==> src/enwp_pkg.sv <==
// ----------------------------------------------------------------------------
// enwp_pkg
// types, vocabulary and constants of the number word parser
// ----------------------------------------------------------------------------
`timescale 1ns / 1ps

package enwp_pkg;

    // default longest word kept in the word buffer
    localparam int MAX_WORD_LEN_DEF = 9;

    // value range of the result
    localparam logic [30:0] VALUE_MAX = 31'h7FFF_FFFF;

    // character codes
    localparam logic [7:0] CH_SPACE   = 8'h20;
    localparam logic [7:0] CH_HYPHEN  = 8'h2D;
    localparam logic [7:0] CH_COMMA   = 8'h2C;
    localparam logic [7:0] CH_UPPER_A = 8'h41;
    localparam logic [7:0] CH_UPPER_Z = 8'h5A;
    localparam logic [7:0] CASE_BIT   = 8'h20;

    // scale factors
    localparam int FACTOR_W = 20;
    localparam logic [FACTOR_W-1:0] FACTOR_HUNDRED  = 20'd100;
    localparam logic [FACTOR_W-1:0] FACTOR_THOUSAND = 20'd1000;
    localparam logic [FACTOR_W-1:0] FACTOR_MILLION  = 20'd1000000;

    // token queue between front and back
    localparam int Q_DEPTH = 4;
    localparam int Q_PTR_W = $clog2(Q_DEPTH);
    localparam int Q_CNT_W = $clog2(Q_DEPTH + 1);

    // kind of a closed word
    typedef enum logic [2:0] {
        WK_NONE,
        WK_PLUS,
        WK_HUNDRED,
        WK_THOUSAND,
        WK_MILLION,
        WK_ZERO
    } t_word_kind;

    typedef struct packed {
        t_word_kind  kind;
        logic [6:0]  value;
    } t_word_class;

    // one closed word handed from front to back
    typedef struct packed {
        t_word_kind  kind;
        logic [6:0]  value;
        logic        last;
    } t_token;

    // queue status seen by front and back
    typedef struct packed {
        logic can_push;
        logic head_valid;
    } t_q_status;

    // vocabulary, text right-justified with the first letter highest
    localparam int VOC_CHARS = 9;
    localparam int VOC_LEN_W = 4;
    localparam int VOC_COUNT = 31;

    localparam logic [8*VOC_CHARS-1:0] VOC_TEXT [VOC_COUNT] = '{
        "zero", "one", "two", "three", "four", "five", "six", "seven",
        "eight", "nine", "ten", "eleven", "twelve", "thirteen", "fourteen",
        "fifteen", "sixteen", "seventeen", "eighteen", "nineteen", "twenty",
        "thirty", "forty", "fifty", "sixty", "seventy", "eighty", "ninety",
        "hundred", "thousand", "million"
    };

    localparam logic [VOC_LEN_W-1:0] VOC_LEN [VOC_COUNT] = '{
        4'd4, 4'd3, 4'd3, 4'd5, 4'd4, 4'd4, 4'd3, 4'd5,
        4'd5, 4'd4, 4'd3, 4'd6, 4'd6, 4'd8, 4'd8,
        4'd7, 4'd7, 4'd9, 4'd8, 4'd8, 4'd6,
        4'd6, 4'd5, 4'd5, 4'd5, 4'd7, 4'd6, 4'd6,
        4'd7, 4'd8, 4'd7
    };

    localparam t_word_class VOC_CLASS [VOC_COUNT] = '{
        '{WK_ZERO, 7'd0},   '{WK_PLUS, 7'd1},   '{WK_PLUS, 7'd2},
        '{WK_PLUS, 7'd3},   '{WK_PLUS, 7'd4},   '{WK_PLUS, 7'd5},
        '{WK_PLUS, 7'd6},   '{WK_PLUS, 7'd7},   '{WK_PLUS, 7'd8},
        '{WK_PLUS, 7'd9},   '{WK_PLUS, 7'd10},  '{WK_PLUS, 7'd11},
        '{WK_PLUS, 7'd12},  '{WK_PLUS, 7'd13},  '{WK_PLUS, 7'd14},
        '{WK_PLUS, 7'd15},  '{WK_PLUS, 7'd16},  '{WK_PLUS, 7'd17},
        '{WK_PLUS, 7'd18},  '{WK_PLUS, 7'd19},  '{WK_PLUS, 7'd20},
        '{WK_PLUS, 7'd30},  '{WK_PLUS, 7'd40},  '{WK_PLUS, 7'd50},
        '{WK_PLUS, 7'd60},  '{WK_PLUS, 7'd70},  '{WK_PLUS, 7'd80},
        '{WK_PLUS, 7'd90},  '{WK_HUNDRED, 7'd0}, '{WK_THOUSAND, 7'd0},
        '{WK_MILLION, 7'd0}
    };

    // match a word of len characters, chars[7:0] is the first one
    function automatic t_word_class classify_word(
        input logic [8*VOC_CHARS-1:0] chars,
        input logic [VOC_LEN_W-1:0]   len
    );
        logic [8*VOC_CHARS-1:0] key;
        t_word_class            res;
        key = '0;
        res = '{WK_NONE, 7'd0};
        for (int p = 0; p < VOC_CHARS; p++) begin
            if (VOC_LEN_W'(p) < len) begin
                key = {key[8*VOC_CHARS-9:0], chars[p*8 +: 8]};
            end
        end
        for (int e = 0; e < VOC_COUNT; e++) begin
            if (len == VOC_LEN[e] && key == VOC_TEXT[e]) begin
                res = VOC_CLASS[e];
            end
        end
        return res;
    endfunction

endpackage

==> src/english_number_words_parser.sv <==
// result: the item that ends the string closes a token that is registered in the token
//   queue, then popped into the result register behind o_m_axis_tvalid after any tokens ahead
// throughput: the front takes one character per cycle while the 4-entry token queue has room;
//   the back applies one token per cycle but holds a closing token while the result register waits
// reset: synchronous active low; clears sums, flags, word length and queue pointers,
//   the letter buffer is not cleared and is only read below the word length
// ----------------------------------------------------------------------------
// english_number_words_parser
// converts a stream of english number words into a saturated integer
// ----------------------------------------------------------------------------
`timescale 1ns / 1ps

module english_number_words_parser #(
    parameter int MAX_WORD_LEN = enwp_pkg::MAX_WORD_LEN_DEF
) (
    input  logic        i_clk,
    input  logic        i_rst_n,
    input  logic        i_s_axis_tvalid,
    output logic        o_s_axis_tready,
    // [7:0] char_code
    input  logic [7:0]  i_s_axis_tdata,
    // [0] char_present
    input  logic        i_s_axis_tuser,
    input  logic        i_s_axis_tlast,
    output logic        o_m_axis_tvalid,
    input  logic        i_m_axis_tready,
    // [30:0] number_value, [31] padding, held clear
    output logic [31:0] o_m_axis_tdata,
    // [0] overflowed
    output logic        o_m_axis_tuser
);
    import enwp_pkg::*;

    logic        push;
    logic        pop;
    t_token      push_token;
    t_token      head_token;
    t_q_status   q_status;
    logic [30:0] number_value;

    // character side
    enwp_front #(
        .MAX_WORD_LEN(MAX_WORD_LEN)
    ) u_front (
        .i_clk      (i_clk),
        .i_rst_n    (i_rst_n),
        .i_valid    (i_s_axis_tvalid),
        .o_ready    (o_s_axis_tready),
        .i_char     (i_s_axis_tdata),
        .i_present  (i_s_axis_tuser),
        .i_last     (i_s_axis_tlast),
        .i_q_status (q_status),
        .o_push     (push),
        .o_token    (push_token)
    );

    // token queue
    enwp_queue u_queue (
        .i_clk    (i_clk),
        .i_rst_n  (i_rst_n),
        .i_push   (push),
        .i_token  (push_token),
        .i_pop    (pop),
        .o_head   (head_token),
        .o_status (q_status)
    );

    // accumulator and result side
    enwp_back u_back (
        .i_clk        (i_clk),
        .i_rst_n      (i_rst_n),
        .i_head       (head_token),
        .i_q_status   (q_status),
        .o_pop        (pop),
        .o_valid      (o_m_axis_tvalid),
        .i_ready      (i_m_axis_tready),
        .o_value      (number_value),
        .o_overflowed (o_m_axis_tuser)
    );

    assign o_m_axis_tdata = {1'b0, number_value};

endmodule

==> src/enwp_front.sv <==
// ----------------------------------------------------------------------------
// enwp_front
// takes characters, gathers words and turns each closed word into a token
// ----------------------------------------------------------------------------
`timescale 1ns / 1ps

module enwp_front #(
    parameter int MAX_WORD_LEN = enwp_pkg::MAX_WORD_LEN_DEF
) (
    input  logic               i_clk,
    input  logic               i_rst_n,
    input  logic               i_valid,
    output logic               o_ready,
    input  logic [7:0]         i_char,
    input  logic               i_present,
    input  logic               i_last,
    input  enwp_pkg::t_q_status i_q_status,
    output logic               o_push,
    output enwp_pkg::t_token   o_token
);
    import enwp_pkg::*;

    localparam int LEN_W = $clog2(MAX_WORD_LEN + 1);
    localparam int IDX_W = $clog2(MAX_WORD_LEN);

    logic [7:0]       r_word_chars [MAX_WORD_LEN];
    logic [LEN_W-1:0] r_word_len;
    logic [LEN_W-1:0] n_word_len;
    logic             r_too_long;
    logic             n_too_long;

    logic                   accept;
    logic                   is_delim;
    logic [7:0]             lc_char;
    logic                   append;
    logic                   has_room;
    logic [LEN_W-1:0]       eff_len;
    logic                   eff_too_long;
    logic                   close_word;
    logic                   fits;
    logic [8*VOC_CHARS-1:0] eff_chars;
    t_word_class            word_class;

    // transfer and character decode
    assign o_ready  = i_q_status.can_push;
    assign accept   = i_valid && o_ready;
    assign is_delim = (i_char == CH_SPACE) || (i_char == CH_HYPHEN) ||
                      (i_char == CH_COMMA);
    assign lc_char  = (i_char >= CH_UPPER_A && i_char <= CH_UPPER_Z) ?
                      (i_char | CASE_BIT) : i_char;
    assign append   = i_present && !is_delim;
    assign has_room = r_word_len < LEN_W'(MAX_WORD_LEN);

    // word as it stands once this character is taken in
    assign eff_len      = (append && has_room) ? r_word_len + LEN_W'(1) : r_word_len;
    assign eff_too_long = r_too_long || (append && !has_room);
    assign close_word   = (i_present && is_delim) || i_last;

    always_comb begin
        for (int p = 0; p < VOC_CHARS; p++) begin
            eff_chars[p*8 +: 8] = (append && r_word_len == LEN_W'(p)) ?
                                  lc_char : r_word_chars[p];
        end
    end

    // vocabulary match
    assign fits = !eff_too_long && (eff_len <= LEN_W'(VOC_CHARS));

    always_comb begin
        if (fits) begin
            word_class = classify_word(eff_chars, eff_len[VOC_LEN_W-1:0]);
        end else begin
            word_class = '{WK_NONE, 7'd0};
        end
    end

    // token out, unknown words only travel when they end the string
    assign o_push        = accept && close_word && (i_last || word_class.kind != WK_NONE);
    assign o_token.kind  = word_class.kind;
    assign o_token.value = word_class.value;
    assign o_token.last  = i_last;

    // word length and overflow marker
    always_comb begin
        n_word_len = r_word_len;
        n_too_long = r_too_long;
        if (accept) begin
            if (close_word) begin
                n_word_len = '0;
                n_too_long = 1'b0;
            end else if (append) begin
                n_word_len = eff_len;
                n_too_long = eff_too_long;
            end
        end
    end

    always_ff @(posedge i_clk) begin
        if (!i_rst_n) begin
            r_word_len <= '0;
            r_too_long <= 1'b0;
        end else begin
            r_word_len <= n_word_len;
            r_too_long <= n_too_long;
        end
    end

    // letter storage
    always_ff @(posedge i_clk) begin
        if (accept && append && has_room) begin
            r_word_chars[r_word_len[IDX_W-1:0]] <= lc_char;
        end
    end

endmodule

==> src/enwp_queue.sv <==
// ----------------------------------------------------------------------------
// enwp_queue
// short token queue that lets front and back stall on their own
// ----------------------------------------------------------------------------
`timescale 1ns / 1ps

module enwp_queue (
    input  logic                i_clk,
    input  logic                i_rst_n,
    input  logic                i_push,
    input  enwp_pkg::t_token    i_token,
    input  logic                i_pop,
    output enwp_pkg::t_token    o_head,
    output enwp_pkg::t_q_status o_status
);
    import enwp_pkg::*;

    t_token             r_slots [Q_DEPTH];
    logic [Q_PTR_W-1:0] r_wr_ptr;
    logic [Q_PTR_W-1:0] n_wr_ptr;
    logic [Q_PTR_W-1:0] r_rd_ptr;
    logic [Q_PTR_W-1:0] n_rd_ptr;
    logic [Q_CNT_W-1:0] r_count;
    logic [Q_CNT_W-1:0] n_count;
    logic               do_push;
    logic               do_pop;

    // status and head
    assign o_status.can_push   = r_count != Q_CNT_W'(Q_DEPTH);
    assign o_status.head_valid = r_count != '0;
    assign o_head              = r_slots[r_rd_ptr];

    assign do_push = i_push && o_status.can_push;
    assign do_pop  = i_pop && o_status.head_valid;

    // pointer and count update
    always_comb begin
        n_wr_ptr = do_push ? r_wr_ptr + Q_PTR_W'(1) : r_wr_ptr;
        n_rd_ptr = do_pop ? r_rd_ptr + Q_PTR_W'(1) : r_rd_ptr;
        n_count  = r_count;
        if (do_push && !do_pop) begin
            n_count = r_count + Q_CNT_W'(1);
        end else if (do_pop && !do_push) begin
            n_count = r_count - Q_CNT_W'(1);
        end
    end

    always_ff @(posedge i_clk) begin
        if (!i_rst_n) begin
            r_wr_ptr <= '0;
            r_rd_ptr <= '0;
            r_count  <= '0;
        end else begin
            r_wr_ptr <= n_wr_ptr;
            r_rd_ptr <= n_rd_ptr;
            r_count  <= n_count;
        end
    end

    // slot storage
    always_ff @(posedge i_clk) begin
        if (do_push) begin
            r_slots[r_wr_ptr] <= i_token;
        end
    end

endmodule

==> src/enwp_back.sv <==
// ----------------------------------------------------------------------------
// enwp_back
// applies tokens to the partial sum and total, holds the result register
// ----------------------------------------------------------------------------
`timescale 1ns / 1ps

module enwp_back (
    input  logic                i_clk,
    input  logic                i_rst_n,
    input  enwp_pkg::t_token    i_head,
    input  enwp_pkg::t_q_status i_q_status,
    output logic                o_pop,
    output logic                o_valid,
    input  logic                i_ready,
    output logic [30:0]         o_value,
    output logic                o_overflowed
);
    import enwp_pkg::*;

    logic [30:0] r_partial;
    logic [30:0] n_partial;
    logic [30:0] r_total;
    logic [30:0] n_total;
    logic        r_zero_seen;
    logic        n_zero_seen;
    logic        r_ovf;
    logic        n_ovf;
    logic        r_out_valid;
    logic        n_out_valid;
    logic [30:0] r_out_value;
    logic        r_out_ovf;

    logic [FACTOR_W-1:0] factor;
    logic [50:0]         product;
    logic [51:0]         scaled_total;
    logic [31:0]         plus_sum;
    logic [31:0]         final_sum;
    logic [30:0]         final_value;
    logic                final_ovf;

    // a closing token waits while the result register is still full
    assign o_pop = i_q_status.head_valid &&
                   (!i_head.last || !r_out_valid || i_ready);

    // one shared constant multiplier
    always_comb begin
        unique case (i_head.kind)
            WK_HUNDRED:  factor = FACTOR_HUNDRED;
            WK_THOUSAND: factor = FACTOR_THOUSAND;
            WK_MILLION:  factor = FACTOR_MILLION;
            default:     factor = '0;
        endcase
    end

    assign product      = 51'(r_partial) * 51'(factor);
    assign scaled_total = 52'(r_total) + 52'(product);
    assign plus_sum     = 32'(r_partial) + 32'(i_head.value);

    // word effect with saturation
    always_comb begin
        n_partial   = r_partial;
        n_total     = r_total;
        n_zero_seen = r_zero_seen;
        n_ovf       = r_ovf;
        if (!r_zero_seen) begin
            unique case (i_head.kind)
                WK_PLUS: begin
                    if (plus_sum > 32'(VALUE_MAX)) begin
                        n_partial = VALUE_MAX;
                        n_ovf     = 1'b1;
                    end else begin
                        n_partial = plus_sum[30:0];
                    end
                end
                WK_HUNDRED: begin
                    if (product > 51'(VALUE_MAX)) begin
                        n_partial = VALUE_MAX;
                        n_ovf     = 1'b1;
                    end else begin
                        n_partial = product[30:0];
                    end
                end
                WK_THOUSAND, WK_MILLION: begin
                    n_partial = '0;
                    if (scaled_total > 52'(VALUE_MAX)) begin
                        n_total = VALUE_MAX;
                        n_ovf   = 1'b1;
                    end else begin
                        n_total = scaled_total[30:0];
                    end
                end
                WK_ZERO: begin
                    n_zero_seen = 1'b1;
                end
                WK_NONE: begin
                end
                default: begin
                end
            endcase
        end
    end

    // end of string value
    assign final_sum = 32'(n_total) + 32'(n_partial);

    always_comb begin
        final_value = n_total;
        final_ovf   = n_ovf;
        if (!n_zero_seen) begin
            if (final_sum > 32'(VALUE_MAX)) begin
                final_value = VALUE_MAX;
                final_ovf   = 1'b1;
            end else begin
                final_value = final_sum[30:0];
            end
        end
    end

    // result register handshake
    always_comb begin
        n_out_valid = r_out_valid && !i_ready;
        if (o_pop && i_head.last) begin
            n_out_valid = 1'b1;
        end
    end

    // accumulator state, cleared after each string
    always_ff @(posedge i_clk) begin
        if (!i_rst_n) begin
            r_partial   <= '0;
            r_total     <= '0;
            r_zero_seen <= 1'b0;
            r_ovf       <= 1'b0;
            r_out_valid <= 1'b0;
        end else begin
            r_out_valid <= n_out_valid;
            if (o_pop) begin
                if (i_head.last) begin
                    r_partial   <= '0;
                    r_total     <= '0;
                    r_zero_seen <= 1'b0;
                    r_ovf       <= 1'b0;
                end else begin
                    r_partial   <= n_partial;
                    r_total     <= n_total;
                    r_zero_seen <= n_zero_seen;
                    r_ovf       <= n_ovf;
                end
            end
        end
    end

    // result payload
    always_ff @(posedge i_clk) begin
        if (o_pop && i_head.last) begin
            r_out_value <= final_value;
            r_out_ovf   <= final_ovf;
        end
    end

    assign o_valid      = r_out_valid;
    assign o_value      = r_out_value;
    assign o_overflowed = r_out_ovf;

endmodule

==> config.mk <==
export PLATFORM = sky130hd
export DESIGN_NAME = english_number_words_parser
export DESIGN_NICKNAME = d
export VERILOG_FILES = /design/src/enwp_pkg.sv /design/src/english_number_words_parser.sv /design/src/enwp_front.sv /design/src/enwp_queue.sv /design/src/enwp_back.sv
export SDC_FILE = /design/constraint.sdc
export NUM_CORES = 2
export LEC_CHECK = 0
export ABC_AREA = 1
export BUFFER_PORTS_ARGS = -buffer_cell sky130_fd_sc_hd__buf_4
export CAP_MARGIN = 5
export CORE_UTILIZATION = 45
export CTS_BUF_LIST = sky130_fd_sc_hd__clkbuf_8
export DETAILED_ROUTE_END_ITERATION = 8
export SETUP_SLACK_MARGIN = 0.5
export SLEW_MARGIN = 5
export SYNTH_ARGS = -nofsm -noshare
export SYNTH_HDL_FRONTEND = slang
export SYNTH_HIERARCHICAL = 1
export SYNTH_SLANG_ARGS = --single-unit
==> constraint.sdc <==
create_clock -name i_clk -period 18.7 [get_ports i_clk]
set_input_delay 0.935 -clock i_clk [delete_from_list [all_inputs] [get_ports i_clk]]
set_output_delay 0.935 -clock i_clk [all_outputs]
set_load 0.03 [all_outputs]
### After elaboration in Yosys (flattened, before gate mapping)

Memories as Yosys holds them, arrays and structs flattened. A register that Yosys moved wholly into a read port is not among the register bits.
Cells that the tools add are included.

| cells by class | value |
|---|---|
| multiplexer cells | 89 |
| eq/ne operators | 55 |
| add/subtract/negate cells | 8 |
| multiply operators | 1 |
| order comparisons | 17 |
| reductions and logical operators | 80 |

Operators with widths:

| kind | count |
|---|---|
| 72-bit by 39-bit equality test with 1-bit output (second input constant) | 6 |
| 72-bit by 47-bit equality test with 1-bit output (second input constant) | 6 |
| 72-bit by 55-bit equality test with 1-bit output (second input constant) | 5 |
| 72-bit by 63-bit equality test with 1-bit output (second input constant) | 5 |
| 10-bit 2-to-1 mux | 32 |
| 31-bit 2-to-1 mux | 10 |
| 72-bit by 23-bit equality test with 1-bit output (second input constant) | 4 |
| 72-bit by 31-bit equality test with 1-bit output (second input constant) | 4 |
| 72-bit 2-to-1 mux | 2 |
| 31-bit one-hot mux with 3 select lines | 1 |
| 8-bit 2-to-1 mux | 10 |
| 72-bit by 71-bit equality test with 1-bit output (second input constant) | 1 |
| 32-bit by 31-bit greater-than comparator with 1-bit output (second input constant) | 2 |
| 64-bit 2-to-1 mux | 1 |
| 20-bit one-hot mux with 3 select lines | 1 |
| 1-bit logical AND | 58 |
| 56-bit 2-to-1 mux | 1 |
| 31-bit by 51-bit adder with 52-bit output | 1 |
| 52-bit by 31-bit greater-than comparator with 1-bit output (second input constant) | 1 |
| 51-bit by 31-bit greater-than comparator with 1-bit output (second input constant) | 1 |
| 31-bit by 20-bit multiplier with 51-bit output | 1 |
| 48-bit 2-to-1 mux | 1 |
| 40-bit 2-to-1 mux | 1 |
| 31-bit by 31-bit adder with 32-bit output | 1 |
| 38 further kinds | 94 |

| word-level totals | value |
|---|---|
| memories kept | 2 |
| word-level logic and storage cells | 264 |
| bits in writable memories | 116 |
| register bits after elaboration | 109 |
| output and inout bits | 35 |
| bits of input ports | 14 |

Memories:

| memory | words | bits a word | rd ports | clocked after Yosys merged registers in | write ports | RTL line | RTL |
|---|---|---|---|---|---|---|---|
| u_front.r_word_chars | 9 | 8 | 9 | 0 | 1 | enwp_front.sv:26 | `logic [7:0] r_word_chars [MAX_WORD_LEN];` |
| u_queue.r_slots | 4 | 11 | 1 | 1 | 1 | enwp_queue.sv:18 | `t_token r_slots [Q_DEPTH];` |

### Longest topological paths before layout

| logic depth | value |
|---|---|
| depth in word-level cells | 60 |
| depth in mapped cells | 75 |

### By module

The synthesis kept the hierarchy.

By module, submodules not included:

| module | cells an instance | seq. area each (µm²) | instances | area an instance (µm²) |
|---|---|---|---|---|
| enwp_back | 3480 | 2262.2 | 1 | 24444.7 |
| enwp_front | 1913 | 2262.2 | 1 | 11174.5 |
| enwp_queue | 175 | 1501.4 | 1 | 2145.8 |
| english_number_words_parser | 2 | 0.0 | 1 | 11.3 |

### Worst setup path before layout

Ideal clock, no wire load.

| path | value |
|---|---|
| path type | register to register |
| start point | reg (tool-made name) |
| end point | reg u_back.r_out_value[28] (netlist: u_back/o_value[28]) (data pin) |
| stages on the path, launching flop included | 65 |
| library setup time | 0.264 ns |
| required time | 18.436 ns |
| buffers on the path | 4 |
| period minus slack after synthesis | 11.335 ns |
| arrival time | 11.071 ns |
| path slack | 7.365 ns |
| path through | dfxtp_1 -> inv_2 -> buf_4 -> o21ai_1 -> o22ai_1 -> buf_2 -> nor3_1 -> inv_1 -> clkbuf_1 -> nor2_1 -> inv_1 -> nor2_1 -> nor2_1 -> ha_1 -> or2_2 -> fa_1 -> fa_1 -> fa_1 -> (+29 left out) -> ha_1 -> fa_1 -> nand3_1 -> nand2_1 -> a21oi_1 -> o21ai_1 -> a21boi_0 -> o21ai_0 -> a21boi_1 -> o21ai_0 -> a21boi_0 -> o21ai_1 -> nand2_1 -> nand2_1 -> nor2_1 -> o21ai_1 -> nand2_1 -> o21ai_1 |

RTL lines:

| element | RTL line | RTL |
|---|---|---|
| end signal: assignment | enwp_back.sv:156 | `r_out_value <= final_value;` |
| end: declaration | enwp_back.sv:30 | `logic [30:0] r_out_value;` |

==> reports/metrics.csv <==
metric;value;unit
outcome;finished, final reports clean;
grt_pass1_wl;207000;um
portBuffers;47;
synthXorXnorAreaFrac;2.458;%
crit_required;19.03;ns
synth-seq-cells;227;
finalHoldViolCount;0;
wl_met3;8014;um
critical_path_class;flip-flop to flip-flop;
die_area;0.08511;mm2
final_nets;6193;
dr_wl_met2;62760;um
wl_met1;55450;um
fill_cells;8669;
setup_violations;0;
drive_above_1_share;7.507;%
hold_ws;0.4644;ns
die_w;291.7;um
worst-path-max-fanout;30;
avgSynthCellArea;6.782;um2
drv_cap;0;
finalWirelength;133700;um
htreeDepth;2;
relSlewSlack;14.74;%
synthCells;5570;
io_pins;49;
max_freq;67.66;MHz
min_path_type;flip-flop to flip-flop;
clk_path_buf_depth;3;
wire_per_inst;20.14;um
yosys.area_share.adder;26.57;%
antenna_found_initial;0;
worst_slew_pin_slew;1.269;ns
grt_pass1_vias;35738;
fin_tns_setup;0;ns
synth_top_family_by_area;simple AND/OR/NAND/NOR gates;
placed_area;0.03890;mm2
synth_compound_area_share;9.141;%
cts_resized;0;
yosysWarnings;6;
async_flop_share;0;%
cts_setup_buffers;0;
fin_cells;6638;
ctsHoldBuffers;0;
syn-num-nets;6226;
crit_slowest_cell;dfxtp_1;
start_util;45.71;%
die_h;291.7;um
grt_max_degree;65;
rrSetupSlack;3.92;ns
fin_crit_sh;79.03;%
cts_tree;done;
p_leak;20.33;nW
cp_data_arrival_time;15.11;ns
vdd_drop_max;0.1957;mV
antennaDiodeCount;0;
reg2reg_depth;66;
synth_area_leader_cell;nand2_1;
final_area;0.03969;mm2
p_per_area;95.82;mW/mm2
end_kind;flip-flop;
areaGrowthSynthToFinish;5.061;%
slew_viol_final;0;
rsz0062_at_grt;no;
gp_congestion;0.9747;
finalCriticalPeriod;14.78;ns
clkSlewWorstSetupHoldPaths;0.07;ns
clock_latency;0.62;ns
cts_buffers;42;
place_hpwl;110200;um
synthTopCellsByCount;nand2_1, inv_1, nor2_1;
placed_cells;6563;
synth_area;0.03778;mm2
synth_edf_count;148;
ant_nets;0;
clock-sinks;227;
cp-start-kind;flip-flop;
cp_common_cell;nand2_1;
cpPeakStageDelay;0.79;ns
final.setup.worst_slack;3.921;ns
yosys-mux-area-fraction;0;%
netlist.area_leader.share;14.45;%
firstDrtPassIters;9;
cts_root_buf;clkbuf_8;
synth_flop_cell;edfxtp_1;
ys_types;68;
viasPerCell;5.533;
num_rows;105;
vias;36727;
drc;0;
yosysMostFrequentCell;nand2_1;
ys_top_cells_by_area;nand2_1, fa_1, ha_1;
gr-total-overflow;0;
synthSimpleGateAreaFrac;35.00;%
drt-initial-drc-count;3200;
whs_path_depth;2;
ys_seq_area_share;15.95;%
pre_cts_ws;4.037;ns
core_area;0.08264;mm2
grt_util_all_layers;31.31;%
skew;0.04377;ns
highest_layer;met4;
## worst max-delay path: cells and delay by family (launching register included)
family | cells | cell delay (ns)
AOI/OAI and AO/OA | 13 | 2.54
xor gates and xnor gates | 1 | 0.43
adders and majority gates | 10 | 3.96
and+or+nand+nor | 27 | 3.71
DFF | 1 | 0.79
buffers and inverters | 15 | 2.98
## cell type report
cell class | instances | area (um2) | area share (%)
Multi-Input combinational cell | 4328 | 27690 | 69.78
Sequential cell | 227 | 6026 | 15.18
Timing Repair Buffer | 82 | 615.6 | 1.551
Clock buffer | 43 | 591.8 | 1.491
Inverter | 856 | 3223 | 8.121
Tap cell | 1070 | 1339 | 3.373
Clock inverter | 32 | 198.9 | 0.5013
## stage by stage
stage | power (mW) | utilization [%]
final | 3.803 | 48.03
after global routing | 4.131 | 48.03
after global placement | 3.314 | 47.07
after CTS | 3.800 | 48.03
after floorplan | 2.621 | -
after detailed placement | 3.308 | 47.07
## sequential cells by signal, summed over array words and instances (netlist names), 2 cells and up, named ones only
name	count
u_back/r_partial	31
u_queue/r_rd_ptr	2
u_front/r_word_chars	72
u_back/r_total	31
u_queue/r_count	3
u_back/o_value	31
u_queue/r_wr_ptr	2
u_front/r_word_len	4
u_queue/r_slots	44
## cell usage in the layout, fill, tap and decap left out, types with 41 or more instances in the layout
cell type	synthesis	final
nor3_1	77	75
nand2_2	41	41
buf_4	13	82
nand4_1	94	94
fa_1	267	267
o21ai_0	190	190
dfxtp_1	79	79
o21ai_1	84	83
nand3_1	453	453
xor2_1	70	70
ha_1	375	375
edfxtp_1	148	148
inv_1	814	821
nor2_1	615	612
nand2_1	1454	1454
a21oi_1	221	221
clkbuf_8	0	43
nand3_2	52	52
## worst paths after layout
| check | to | startpoint |
|---|---|---|
| hold reg to reg | u_back/r_ovf | u_back/r_ovf |
| setup / recovery | u_back/o_value[17] | flip-flop |
| setup reg to reg | u_back/o_value[17] | flip-flop |
| hold / removal | u_back/r_ovf | u_back/r_ovf |
## power by group
group,leakage (nW),switching (mW),internal [mW]
logic,17.9,1.73,0.840
clock network,0.428,0.230,0.243
registers,1.96,0.0916,0.674
## cells by family (layout without fill, tap and decap cells)
logic type      Yosys count  count (layout)
other cells               1               1
buf+inv                1015            1013
xor+xnor                106             106
compound gates          623             623
fa+ha+maj               642             642
simple gates           2956            2956
flops                   227             227
## per-layer routing
metal / track usage [%] / up-vias
met2: 53.52 / 1396
met1: 39.32 / 17106
li1: - / 17882
met5: 0 / -
met3: 3.189 / 343
met4: 15.34 / 0
Power figures use the tool's default switching activity.
